**config.mk**
```make
export PLATFORM = sky130hd
export DESIGN_NAME = vtpd_front
export DESIGN_NICKNAME = d
export VERILOG_FILES = /design/src/rtl/vtpd_pkg.sv /design/src/rtl/vtpd_front.sv
export SDC_FILE = /design/constraint.sdc
export NUM_CORES = 1
export LEC_CHECK = 0
export ABC_AREA = 1
export ABC_CLOCK_PERIOD_IN_PS = 8910
export BUFFER_PORTS_ARGS = -buffer_cell sky130_fd_sc_hd__buf_2
export CORE_MARGIN = 10
export CORE_UTILIZATION = 40
export DETAILED_ROUTE_END_ITERATION = 8
export PLACE_DENSITY_LB_ADDON = 0.15
export SLEW_MARGIN = 20
export SYNTH_ARGS = -nofsm -noshare
export SYNTH_HDL_FRONTEND = slang
export SYNTH_SLANG_ARGS = --single-unit
```
**constraint.sdc**
```tcl
create_clock -name clk -period 8.91 [get_ports clk]
set_input_delay 1.3365 -clock clk [delete_from_list [all_inputs] [get_ports clk]]
set_output_delay 1.3365 -clock clk [all_outputs]
set_load 0.01 [all_outputs]
```
**src/rtl/vtpd_pkg.sv**
```systemverilog
// ----------------------------------------------------------------------------
// vtpd_pkg
// Shared item types and hash constants for the pair dedup indexer.
// ----------------------------------------------------------------------------
package vtpd_pkg;

  typedef struct packed {
    logic        first_of_mesh;
    logic [15:0] vertex_index;
    logic [15:0] texcoord_index;
  } in_item_t;

  typedef struct packed {
    logic [11:0] shared_index;
    logic        is_new;
    logic [15:0] src_vertex;
    logic [15:0] src_texcoord;
    logic        overflow;
  } out_item_t;

  localparam logic [31:0] HASH_MUL_V = 32'd218943212;
  localparam logic [31:0] HASH_MUL_T = 32'd168875421;

  // width of the per-slot mesh generation mark
  localparam int EPOCH_BITS = 4;

endpackage

```
**src/rtl/vtpd_front.sv**
```systemverilog
// ----------------------------------------------------------------------------
// vtpd_front
// Accepts corners, registers the hash products and forms the hashed home
// slot from them, then pushes the job into the queue.
// ----------------------------------------------------------------------------
module vtpd_front import vtpd_pkg::*; #(
  parameter int MAX_ENTRIES    = 4096,
  parameter int SRC_INDEX_BITS = 16
) (
  input  logic                                  clk,
  input  logic                                  rst_n,
  input  logic                                  in_valid,
  output logic                                  in_ready,
  input  in_item_t                              in_item,
  input  logic                                  q_full,
  output logic                                  q_push,
  output logic [33+$clog2(MAX_ENTRIES)-1:0]     q_data
);

  localparam int AW = $clog2(MAX_ENTRIES);
  localparam int SB = SRC_INDEX_BITS;
  localparam int HB = AW + 17;

  in_item_t        s1_item_r;
  logic            s1_v_r;
  logic [HB-1:0]   pv_r, pt_r;
  logic [SB+15:0]  vx, tx;
  logic [31:0]     kv32, kt32;
  logic [63:0]     pv_full, pt_full;
  logic [HB-1:0]   h, hx;

  // keys are the low SRC_INDEX_BITS of each source index
  assign vx      = {{SB{1'b0}}, in_item.vertex_index};
  assign tx      = {{SB{1'b0}}, in_item.texcoord_index};
  assign kv32    = 32'(vx[SB-1:0]);
  assign kt32    = 32'(tx[SB-1:0]);
  assign pv_full = kv32 * HASH_MUL_V;
  assign pt_full = kt32 * HASH_MUL_T;

  assign h  = pv_r + pt_r;
  assign hx = h ^ (h >> 17);

  assign in_ready = !s1_v_r || !q_full;
  assign q_push   = s1_v_r;
  assign q_data   = {s1_item_r.first_of_mesh, s1_item_r.vertex_index,
                     s1_item_r.texcoord_index, hx[AW-1:0]};

  always_ff @(posedge clk) begin
    if (in_valid && in_ready) begin
      s1_item_r <= in_item;
      pv_r      <= pv_full[HB-1:0];
      pt_r      <= pt_full[HB-1:0];
    end
    if (!rst_n) begin
      s1_v_r <= 1'b0;
    end else if (in_ready) begin
      s1_v_r <= in_valid;
    end
  end

endmodule

```
==> impl_metrics.yaml <==
sta:
  rsz0062_at_grt: "no"
  tns_ns: 0
  fin_crit_sh_pct: 68.1
  fin_ws_ns: 2.84
  finalSetupViolations: 0
  clock_skew_ns: 0.0163
  period_minus_slack_ns: 6.07
  drv_slew: 0
  maxSlewHeadroom_pct: 42.3
  hold_violations: 0
  worstMarginPinSlew_ns: 0.865
  fmax_mhz: 165
worst_setup_path:
  crit_type: "in -> reg"
  cp-end-kind: "register"
  cp_data_arrival_time_ns: 6.25
  cp.buffers_inverters: 7
  max_stage_delay_ns: 0.60
  cp.required_ns: 9.09
  crit_family: "adder cells"
  slowest_stage: "fa_1"
  startpoint_type: "primary input"
  rrSetupSlack_ns: 6.64
  crit_chain: "buf_2 > inv_1 > fa_1 > inv_1 > fa_1 > fa_1 > inv_1 > fa_1 > inv_1 > fa_1 > inv_1 > fa_1 > inv_1 > ha_1 > nand2_2 > o21ai_1 > nand2_1 > nand3_1 > xor2_1"
  cp_max_fo: 7
clock_tree:
  clkLatencyLatePin_ns: 0.40
  postCtsSetupRepairBufs: 0
  cts.sinks: 87
  cts-root-buf: "clkbuf_16"
  clockBufferDepth: 2
  cts_resized: 0
  htree_levels: 3
  ctsHoldBuffers: 0
  numCtsBuffers: 9
  cts_tree: "done"
  path_clk_slew_ns: 0.07
placed_design:
  dp_slack_ns: 2.40
  place_hpwl_mm: 38.0
  routabilityCongestion: 0.937
  io_buffers: 83
  dp.cells: 2479
route:
  drt_iter0_drc: 748
  drtPass1Iterations: 5
  via_per_inst: 4.78
  wl_mm: 42.7
  wl_per_cell_um: 17.1
  route.detailed.drc: 0
  vias: 11938
  final_antenna_net_count: 0
global_routing:
  antenna_found_initial: 0
  track_usage_pct: 18.6
  grt_pass1_vias: 12252
  grt_max_degree: 67
  overflow: 0
  grt_pass1_wl_mm: 68.2
synthesis:
  synth.top_cell.area_share_pct: 27.5
  avgSynthCellArea_sq_um: 8.45
  ys_types: 34
  synth.most_common_cell: "inv_1"
  syn_nets: 2378
  ys_ff_latch: 87
  synth_warnings: 0
  async_flop_share_pct: 0
  yosysTopAreaCell: "fa_1"
  synth_common_cells: "inv_1, nand2_1, ha_1"
  ys.flop_type: "edfxtp_1"
  synth-seq-area-share_pct: 16.4
  synth_edf_count: 86
  netlist_area_sq_um: 15900
  netlist_top_cells_area: "fa_1, ha_1, edfxtp_1"
  syn_inst: 1880
die:
  die-area_sq_um: 48100
  die_x_um: 219
  start_util_pct: 40.7
  num_io_pins: 84
  core_sq_um: 39000
  fp-row-count: 72
  chipHeight_um: 219
finish:
  nets: 2470
  stdcell_count: 2495
  syn_to_final_growth_pct: 8.59
  diodes: 0
  drive_gt1_share_pct: 8.04
worst_hold_path:
  hp-class: "reg -> reg"
status:
  outcome: "finished clean"
flow_run:
  maxCapViolCount: 0
per-stage QoR:
step                area, sq um  util, %  hold WS (ns)
finish                    17300     44.2         0.533
floorplan                 15900        -         0.589
global placement          17000     43.5         0.513
detailed placement        17000     43.5         0.531
CTS                       17300     44.2         0.541
global route              17300     44.2         0.570
layer usage:
| layer | routed length, um | up-vias | GRT usage [%] |
|---|---|---|---|
| met3 | 2180 | 51 | 3.11 |
| li1 | - | 5929 | - |
| met1 | 19900 | 5690 | 25.5 |
| met5 | 0 | - | 0 |
| met4 | 1280 | 0 | 6.50 |
| met2 | 19300 | 268 | 29.1 |
final cells by class:
cell class / count / area, sq um
Clock buffer: 10 / 229
Clock inverter: 6 / 76.3
Fill cell: 3885 / 21800
Inverter: 542 / 2030
Multi-Input combinational cell: 1248 / 11200
Sequential cell: 87 / 2600
Tap cell: 518 / 648
Timing Repair Buffer: 84 / 423
worst register-to-register path: cells and delay by family (launching register included):
family | cells | cell delay [ns]
DFF | 1 | 0.34
buffers and inverters | 1 | 0.82
AOI/OAI and AO/OA | 1 | 0.69
cell families after synthesis:
| family | Yosys count | share of synthesized area [%] |
|---|---|---|
| AO/OA/AOI/OAI | 114 | 4.08 |
| flip-flops | 87 | 16.4 |
| buffers and inverters | 545 | 12.9 |
| XOR/XNOR | 52 | 2.96 |
| adder cells (fa/ha/maj) | 461 | 46.6 |
| AND/OR/NAND/NOR | 621 | 17.0 |
cell usage in the layout, fill, tap and decap left out, drive strengths merged:
master    n
o21ai    28
edfxtp   86
or2       3
buf      84
clkinv    1
nand2   388
o21bai   15
nor2    100
and2      5
a21boi    1
nand2b    1
ha      243
xor2     40
bufinv    1
xor3      1
nand3    73
dfxtp     1
a21oi    70
and3      1
nand4    32
xnor2    11
clkbuf   10
nand3b    4
fa      218
nor3     14
inv     546
worst paths after layout:
path / depth (start not counted) / from / endpoint
setup / recovery: 19 / in_item[17] / pv_r[19]
hold reg to reg: 2 / q_push / q_push
hold / removal: 2 / q_push / q_push
setup reg to reg: 2 / q_push / q_data[39]
registers in the layout, summed over array words and instances (netlist names):
signal	count
pt_r	27
pv_r	26
q_data	33
q_push	1
Power is left out: the tool's default activity adds up to more than one toggle a clock period on the data nets, which glitch-free logic cannot reach.
