$ cat config.mk
export PLATFORM = sky130hd
export DESIGN_NAME = vtpd_queue
export DESIGN_NICKNAME = d
export VERILOG_FILES = /design/src/rtl/vtpd_queue.sv
export SDC_FILE = /design/constraint.sdc
export NUM_CORES = 1
export LEC_CHECK = 0
export BUFFER_PORTS_ARGS = -buffer_cell sky130_fd_sc_hd__buf_2
export CORE_ASPECT_RATIO = 0.8
export CORE_UTILIZATION = 52
export DETAILED_ROUTE_END_ITERATION = 8
export PLACE_DENSITY = 0.79
export SETUP_SLACK_MARGIN = 0.5
export SLEW_MARGIN = 10
export SYNTH_ARGS = -nofsm -noshare
export SYNTH_HDL_FRONTEND = slang
export SYNTH_SLANG_ARGS = --single-unit
export TNS_END_PERCENT = 100
$ cat constraint.sdc
create_clock -name clk -period 3.72 [get_ports clk]
set_input_delay 0.186 -clock clk [delete_from_list [all_inputs] [get_ports clk]]
set_output_delay 0.186 -clock clk [all_outputs]
set_load 0.05 [all_outputs]
$ cat src/rtl/vtpd_queue.sv
// ----------------------------------------------------------------------------
// vtpd_queue
// Two-entry queue between the hashing front and the table back end.
// ----------------------------------------------------------------------------
module vtpd_queue #(
  parameter int W = 45
) (
  input  logic         clk,
  input  logic         rst_n,
  input  logic         push,
  input  logic [W-1:0] push_data,
  output logic         full,
  input  logic         pop,
  output logic         not_empty,
  output logic [W-1:0] pop_data
);

  logic [W-1:0] slot_r [2];
  logic         wp_r, rp_r;
  logic [1:0]   cnt_r;
  logic         do_push, do_pop;

  assign full      = (cnt_r == 2'd2);
  assign not_empty = (cnt_r != 2'd0);
  assign pop_data  = slot_r[rp_r];
  assign do_push   = push && !full;
  assign do_pop    = pop && not_empty;

  always_ff @(posedge clk) begin
    if (do_push) begin
      slot_r[wp_r] <= push_data;
    end
    if (!rst_n) begin
      wp_r  <= 1'b0;
      rp_r  <= 1'b0;
      cnt_r <= 2'd0;
    end else begin
      if (do_push) begin
        wp_r <= ~wp_r;
      end
      if (do_pop) begin
        rp_r <= ~rp_r;
      end
      cnt_r <= cnt_r + {1'b0, do_push} - {1'b0, do_pop};
    end
  end

endmodule

==> run_results.csv, run 1 <==
group,metric,value,unit
power_and_ir_drop,intPower,2.264,mW
synth,synth_top_area_cell,"edfxtp_1",
timing,fmax,498.8,MHz
floorplan,dieArea,0.007429,mm^2
clock_network,cts.path.max_buffers,2,
synth,yosysSeqAreaShare,0.7606,
clock_network,cts_hold_buf,0,
finish,diodes,0,
timing,hold_viol,0,
finish,layout_commonest_cell,"buf_2",
timing,fin_crit_sh,0.5390,
flow_run,cap_viol_max_count,0,
floorplan,ios,96,
routing,drt_first_pass_iters,4,
placed_design,dp_slack,1.699,ns
timing,finalSetupTns,0,ns
synth,synth_top_area_frac,0.7334,
timing,setup_slack,1.715,ns
clock_network,tritoncts,"yes",
global_routing,grt_start_max_net_pins,46,
timing,final.setup_skew,0.004706,ns
clock_network,htree_num_levels,3,
timing,finalMaxSlewViolations,0,
clock_network,cts_buffers,9,
power_and_ir_drop,power_density,780.4,mW/mm^2
timing,rsz0062_at_grt,"no",
setup_path,reg2reg_to,"slot_r[0][4]$_DFFE_PP_",
timing,worst_pin_slew,1.051,ns
global_routing,grt_pass1_vias,1706,
global_routing,grt_pass1_wl,8259,um
clock_network,clkTransAtPathRegs,0.08,ns
setup_path,cp-start-kind,"register",
power_and_ir_drop,clockPowerShare,0.239,
setup_path,cp-end-kind,"register",
finish,final_cell_area,0.004471,mm^2
power_and_ir_drop,ir_worst_vdd,0.4933,mV
finish,layout-drive-gt1-share,0.5891,
power_and_ir_drop,p_switching,1.225,mW
finish,layout_common_cells,"buf_2 (95), edfxtp_1 (90), mux2_4 (40)",
worst_hold_path,min_from,"push_data[13]",
routing,post_drt_wl_per_cell,15.10,um
synth,ys_types,18,
setup_path,reg2reg_depth,4,
setup_path,reg2reg_setup_slack,1.72,ns
floorplan,fp-row-count,27,
setup_path,cp.required,3.74,ns
setup_path,path_class,"register to register",
floorplan,fp.dieW,96.12,um
timing,setup_violations,0,
synth,ys_ff_latch,95,
setup_path,cp.arrival,2.03,ns
power_and_ir_drop,seqPwrFrac,0.398,
global_routing,gr-usage-all-layers,0.1565,
clock_network,clock-root-buffer,"clkbuf_8",
finish,final_core_util,0.6519,
timing,max-slew-margin-rel,0.2994,
placed_design,place_area,0.004210,mm^2
placed_design,io_buffer_count,95,
finish,fin_nets,321,
clock_network,ctsResizeCount,0,
floorplan,die_h,77.29,um
routing,vias,1770,
routing,wirelength,5467,um
placed_design,hpwl,3696,um
global_routing,grt_overflow_total,0,
synth,synth.cell_area,0.003685,mm^2
clock_network,post_cts_buffers,0,
floorplan,coreArea,0.006858,mm^2
finish,fillers,484,
setup_path,cp_slowest_stage_delay,0.51,ns
routing,vias_per_cell,4.890,
power_and_ir_drop,power_frac_comb,0.363,
setup_path,crit_chain,"nand2b_1 > nand2_1 > nor2_4 > buf_4",
clock_network,cts.sinks,95,
worst_hold_path,whs_endpoint,"slot_r[0][13]$_DFFE_PP_",
setup_path,slowest_stage,"nor2_4",
setup_path,critPathMaxFanout,24,
synth,yosys_warnings,0,
synth,yosys-top-cells-area,"edfxtp_1 (73%), mux2_4 (16%), dfxtp_1 (2.7%), buf_12 (2.2%), mux2_2 (1.5%)",
setup_path,r2r_start,"cnt_r[0]$_SDFF_PN0_",
synth,synthCells,166,
status,status,"completed",
global_routing,antenna_found_initial,0,
routing,drt_iter0_markers,91,
timing,min_period,2.005,ns
placed_design,gp_congestion,0.6893,
worst_hold_path,hold_path_class,"input port to register",
finish,syn_to_final_growth,21.32,%
power_and_ir_drop,p_leak,1.791,nW
clock_network,clock_latency,0.34,ns
routing,drc,0,
synth,syn_avg_cell_area,22.20,um^2
worst_hold_path,min_path_cells,1,
floorplan,initial_core_util,0.5373,
power_and_ir_drop,switching_share,0.3511,
synth,synth.net_count,217,
routing,antenna_left,0,
## cells in the mapped netlist
cell and n:
mux2_4 40, ha_1 2, and2_1 1, dfxtp_1 5
mux2i_1 1, o21a_1 1, nor2_1 4, buf_12 4
inv_1 3, edfxtp_1 90, mux2_2 5, and3_1 1
nand2b_1 2, or2_2 1, xor2_1 1, nand2_1 2
buf_6 1, xnor2_1 2
## state kept, by name, summed over array words and instances (netlist names), named ones only
| register | count |
|---|---|
| rp_r | 1 |
| cnt_r | 2 |
| slot_r | 90 |
| wp_r | 1 |
## cell families (layout without fill, tap and decap cells)
group,Yosys count,count (layout),synth area share
buf+inv,8,117,0.02784
fa+ha+maj,2,2,0.006790
compound gates,1,1,0.002038
mux,46,46,0.1810
xor+xnor,3,3,0.007132
simple gates,11,11,0.01460
flops,95,95,0.7606
## power groups by stage
stage / sequential [mW] / clock [mW] / combinational, mW
floorplan: 1.41 / 0 / 1.10
global placement: 1.40 / 0 / 1.27
detailed placement: 1.41 / 0 / 1.28
CTS: 1.39 / 0.856 / 1.28
global route: 1.40 / 0.898 / 1.33
finish: 1.39 / 0.834 / 1.27
## per-layer routing
metal	vias to the layer above	share of wire	global-route usage
met1	843	0.42	0.2010
li1	848	-	-
met5	-	0	0
met3	4	0.087	0.07540
met2	75	0.49	0.2404
met4	0	0.0073	0.03582
## worst max-delay path by stage
stage,startpoint,to,slack [ns],cells after the start
detailed placement,cnt_r[0]$_SDFF_PN0_,slot_r[0][13]$_DFFE_PP_,1.70,4
global route,cnt_r[0]$_SDFF_PN0_,slot_r[0][0]$_DFFE_PP_,1.55,4
CTS,cnt_r[0]$_SDFF_PN0_,slot_r[0][2]$_DFFE_PP_,1.69,4
floorplan,cnt_r[0]$_SDFF_PN0_,slot_r[0][0]$_DFFE_PP_,0.80,3
global placement,cnt_r[0]$_SDFF_PN0_,slot_r[0][9]$_DFFE_PP_,1.79,4
finish,cnt_r[0]$_SDFF_PN0_,slot_r[0][4]$_DFFE_PP_,1.72,4
## final cells by class
class / count / area, um^2 / share of cell area
multi-input combinational: 63 / 788.3 / 0.1763
clock buffer: 10 / 127.6 / 0.02855
inverter: 3 / 11.26 / 0.002519
clock inverter: 6 / 132.6 / 0.02967
tap: 87 / 108.9 / 0.02435
sequential: 95 / 2804 / 0.6272
timing repair buffer: 98 / 498.0 / 0.1114
## stage by stage
step | hold WS (ns) | power [mW] | instances
final | 0.02299 | 3.489 | 362
after global routing | 0.0008050 | 3.632 | 362
after CTS | 0.002131 | 3.527 | 362
after detailed placement | 0.3776 | 2.693 | 346
after global placement | 0.3742 | 2.672 | 346
after floorplan | 0.2849 | 2.509 | 166
## critical path, delay by kind of cell (launching register included)
| family | cells | cell delay, ns |
|---|---|---|
| buffers and inverters | 1 | 0.43 |
| DFF | 1 | 0.38 |
| and+or+nand+nor | 3 | 0.84 |
Note: power is estimated with default switching activity, not from simulation.
==> run 2: changes to the inputs <==
--- a/config.mk
+++ b/config.mk
@@ -7,9 +7,9 @@
 export LEC_CHECK = 0
 export BUFFER_PORTS_ARGS = -buffer_cell sky130_fd_sc_hd__buf_2
 export CORE_ASPECT_RATIO = 0.8
-export CORE_UTILIZATION = 52
+export CORE_UTILIZATION = 47
 export DETAILED_ROUTE_END_ITERATION = 8
-export PLACE_DENSITY = 0.79
+export PLACE_DENSITY = 0.75
 export SETUP_SLACK_MARGIN = 0.5
 export SLEW_MARGIN = 10
 export SYNTH_ARGS = -nofsm -noshare
==> constraint.sdc (replaced) <==
create_clock -name clk -period 1.73 [get_ports clk]
set_input_delay 0.0865 -clock clk [delete_from_list [all_inputs] [get_ports clk]]
set_output_delay 0.0865 -clock clk [all_outputs]
set_load 0.05 [all_outputs]
==> run 2 against run 1 <==
Net effect: critical path depth is the same; hold slack gained 0.21 ns; global-route usage grew 5.3 points; critical path type is now register to output port.
==> run_results.csv, run 2 (synthesis gave the netlist of run 1 again) <==
group,metric,value,unit
routing,vias,2223,
clock_network,htree_num_levels,3,
power_and_ir_drop,seqPwrFrac,0.345,
clock_network,clock-root-buffer,"clkbuf_8",
setup_path,r2r_start,"cnt_r[0]$_SDFF_PN0_",
setup_path,cp-start-kind,"register",
setup_path,endpoint,"pop_data[9]",
finish,layout-drive-gt1-share,0.5881,
power_and_ir_drop,p_leak,2.425,nW
finish,seqCellArea,0.002814,mm^2
worst_hold_path,min_from,"push",
routing,wl_met2,4393,um
global_routing,antenna_found_initial,0,
global_routing,grt_start_max_net_pins,16,
clock_network,clock_latency,0.36,ns
status,status,"completed",
finish,fin_nets,415,
power_and_ir_drop,ir_worst_vdd,1.058,mV
finish,fillers,399,
routing,wirelength,8372,um
placed_design,gp_congestion,0.6573,
placed_design,place_area,0.004323,mm^2
worst_hold_path,hold_path_class,"input port to register",
timing,worst_pin_slew,0.2562,ns
timing,setup_violations,0,
flow_run,cap_viol_max_count,0,
routing,post_drt_wl_per_cell,17.66,um
timing,finalSetupTns,0,ns
finish,layout_commonest_cell,"edfxtp_1",
routing,drt_iter0_markers,60,
routing,antenna_left,0,
setup_path,cp-end-kind,"output port",
clock_network,clkTransAtPathRegs,0.09,ns
timing,rsz0062_at_grt,"yes",
power_and_ir_drop,p_switching,3.137,mW
floorplan,initial_core_util,0.4915,
clock_network,cts.path.max_buffers,2,
setup_path,reg2reg_setup_slack,0.21,ns
power_and_ir_drop,power_density,1449,mW/mm^2
timing,fin_crit_sh,0.9265,
routing,drc,0,
setup_path,cp.arrival,1.52,ns
setup_path,path_class,"register to output port",
finish,largest_register_ffs,90,
placed_design,place_inst,367,
power_and_ir_drop,clockPowerShare,0.143,
finish,regMostFlops,"slot_r",
floorplan,fp.dieW,101.0,um
clock_network,tritoncts,"yes",
placed_design,io_buffer_count,95,
timing,final.setup_skew,0.02354,ns
finish,diodes,0,
timing,min_period,1.603,ns
power_and_ir_drop,power_frac_comb,0.512,
finish,final_cell_area,0.006061,mm^2
global_routing,grt_overflow_total,0,
setup_path,reg2reg_to,"slot_r[0][32]$_DFFE_PP_",
setup_path,reg2reg_depth,7,
setup_path,cp.required,1.64,ns
floorplan,coreArea,0.007497,mm^2
floorplan,fp-row-count,28,
timing,max-slew-margin-rel,0.8304,
global_routing,grt_pass1_vias,2284,
routing,met1_length,3409,um
timing,whs,0.2346,ns
floorplan,ios,96,
timing,finalMaxSlewViolations,0,
setup_path,critPathMaxFanout,9,
routing,drt_first_pass_iters,4,
routing,wl_met3,500,um
finish,instances_no_fill,474,
routing,dr.max_layer_used,"met4",
floorplan,die_h,81.20,um
floorplan,dieArea,0.008200,mm^2
global_routing,gr-usage-all-layers,0.2092,
placed_design,hpwl,3830,um
finish,multiInputGateArea,832.0,um^2
routing,vias_per_cell,4.690,
power_and_ir_drop,intPower,5.647,mW
clock_network,cts.sinks,95,
timing,hold_viol,0,
finish,syn_to_final_growth,64.48,%
power_and_ir_drop,switching_share,0.3572,
finish,top_regs,"slot_r (90), cnt_r (2)",
finish,layout_common_cells,"edfxtp_1 (90), buf_2 (57), dlygate4sd3_1 (46)",
clock_network,cts_buffers,9,
timing,fmax,623.9,MHz
global_routing,grt_pass1_wl,11900,um
## run 2: area by class of cell
type | instances | area share
Sequential cell | 95 | 0.4643
Timing Repair Buffer | 192 | 0.3472
Multi-Input combinational cell | 63 | 0.1373
Tap cell | 105 | 0.02168
Clock buffer | 10 | 0.02106
Clock inverter | 6 | 0.006193
Inverter | 3 | 0.002271
## run 2: worst min path at each step
stage,end,slack (ns),depth (start not counted)
after floorplan,slot_r[0][0]$_DFFE_PP_,0.19,0
after global placement,slot_r[1][24]$_DFFE_PP_,0.28,1
after detailed placement,slot_r[0][8]$_DFFE_PP_,0.28,1
after CTS,wp_r$_SDFFE_PN0N_,0.19,5
after global routing,wp_r$_SDFFE_PN0N_,0.24,5
final,wp_r$_SDFFE_PN0N_,0.23,5
## run 2: repair_timing
action                     in CTS  in global routing
hold buffers                   46                  0
gates resized for setup        97                 19
setup endpoints to repair     123                139
hold endpoints to repair       91                  0
setup buffers                  23                  4
gates cloned                   15                  3
pin swaps                       8                  9
## run 2: stage by stage
stage                       util  setup WS [ns]  power (mW)
after floorplan                -         0.1191       5.417
after global placement    0.5766         0.2686       5.872
after detailed placement  0.5766         0.2276       5.899
after CTS                 0.7842         0.1156       8.541
after global routing      0.8084        0.07436       9.110
final                     0.8084         0.1272       8.785
## run 2: power by group through the flow
stage                     clock network (mW)  logic (mW)  registers, mW
after floorplan                            0        2.40           3.02
after global placement                     0        2.84           3.03
after detailed placement                   0        2.85           3.05
after CTS                               1.27        4.25           3.02
after global routing                    1.37        4.68           3.06
final                                   1.26        4.50           3.03
## run 2: critical path, stage by stage, from the launching register on
cell	delay, ns
dfxtp_4	0.42
buf_12	0.13
buf_16	0.15
mux2_4	0.31
buf_6	0.16
## run 2: metal layers
| metal | GRT usage | vias to the layer above |
|---|---|---|
| li1 | - | 1045 |
| met1 | 0.2454 | 1088 |
| met2 | 0.3781 | 83 |
| met3 | 0.06368 | 7 |
| met4 | 0.05362 | 0 |
| met5 | 0 | - |
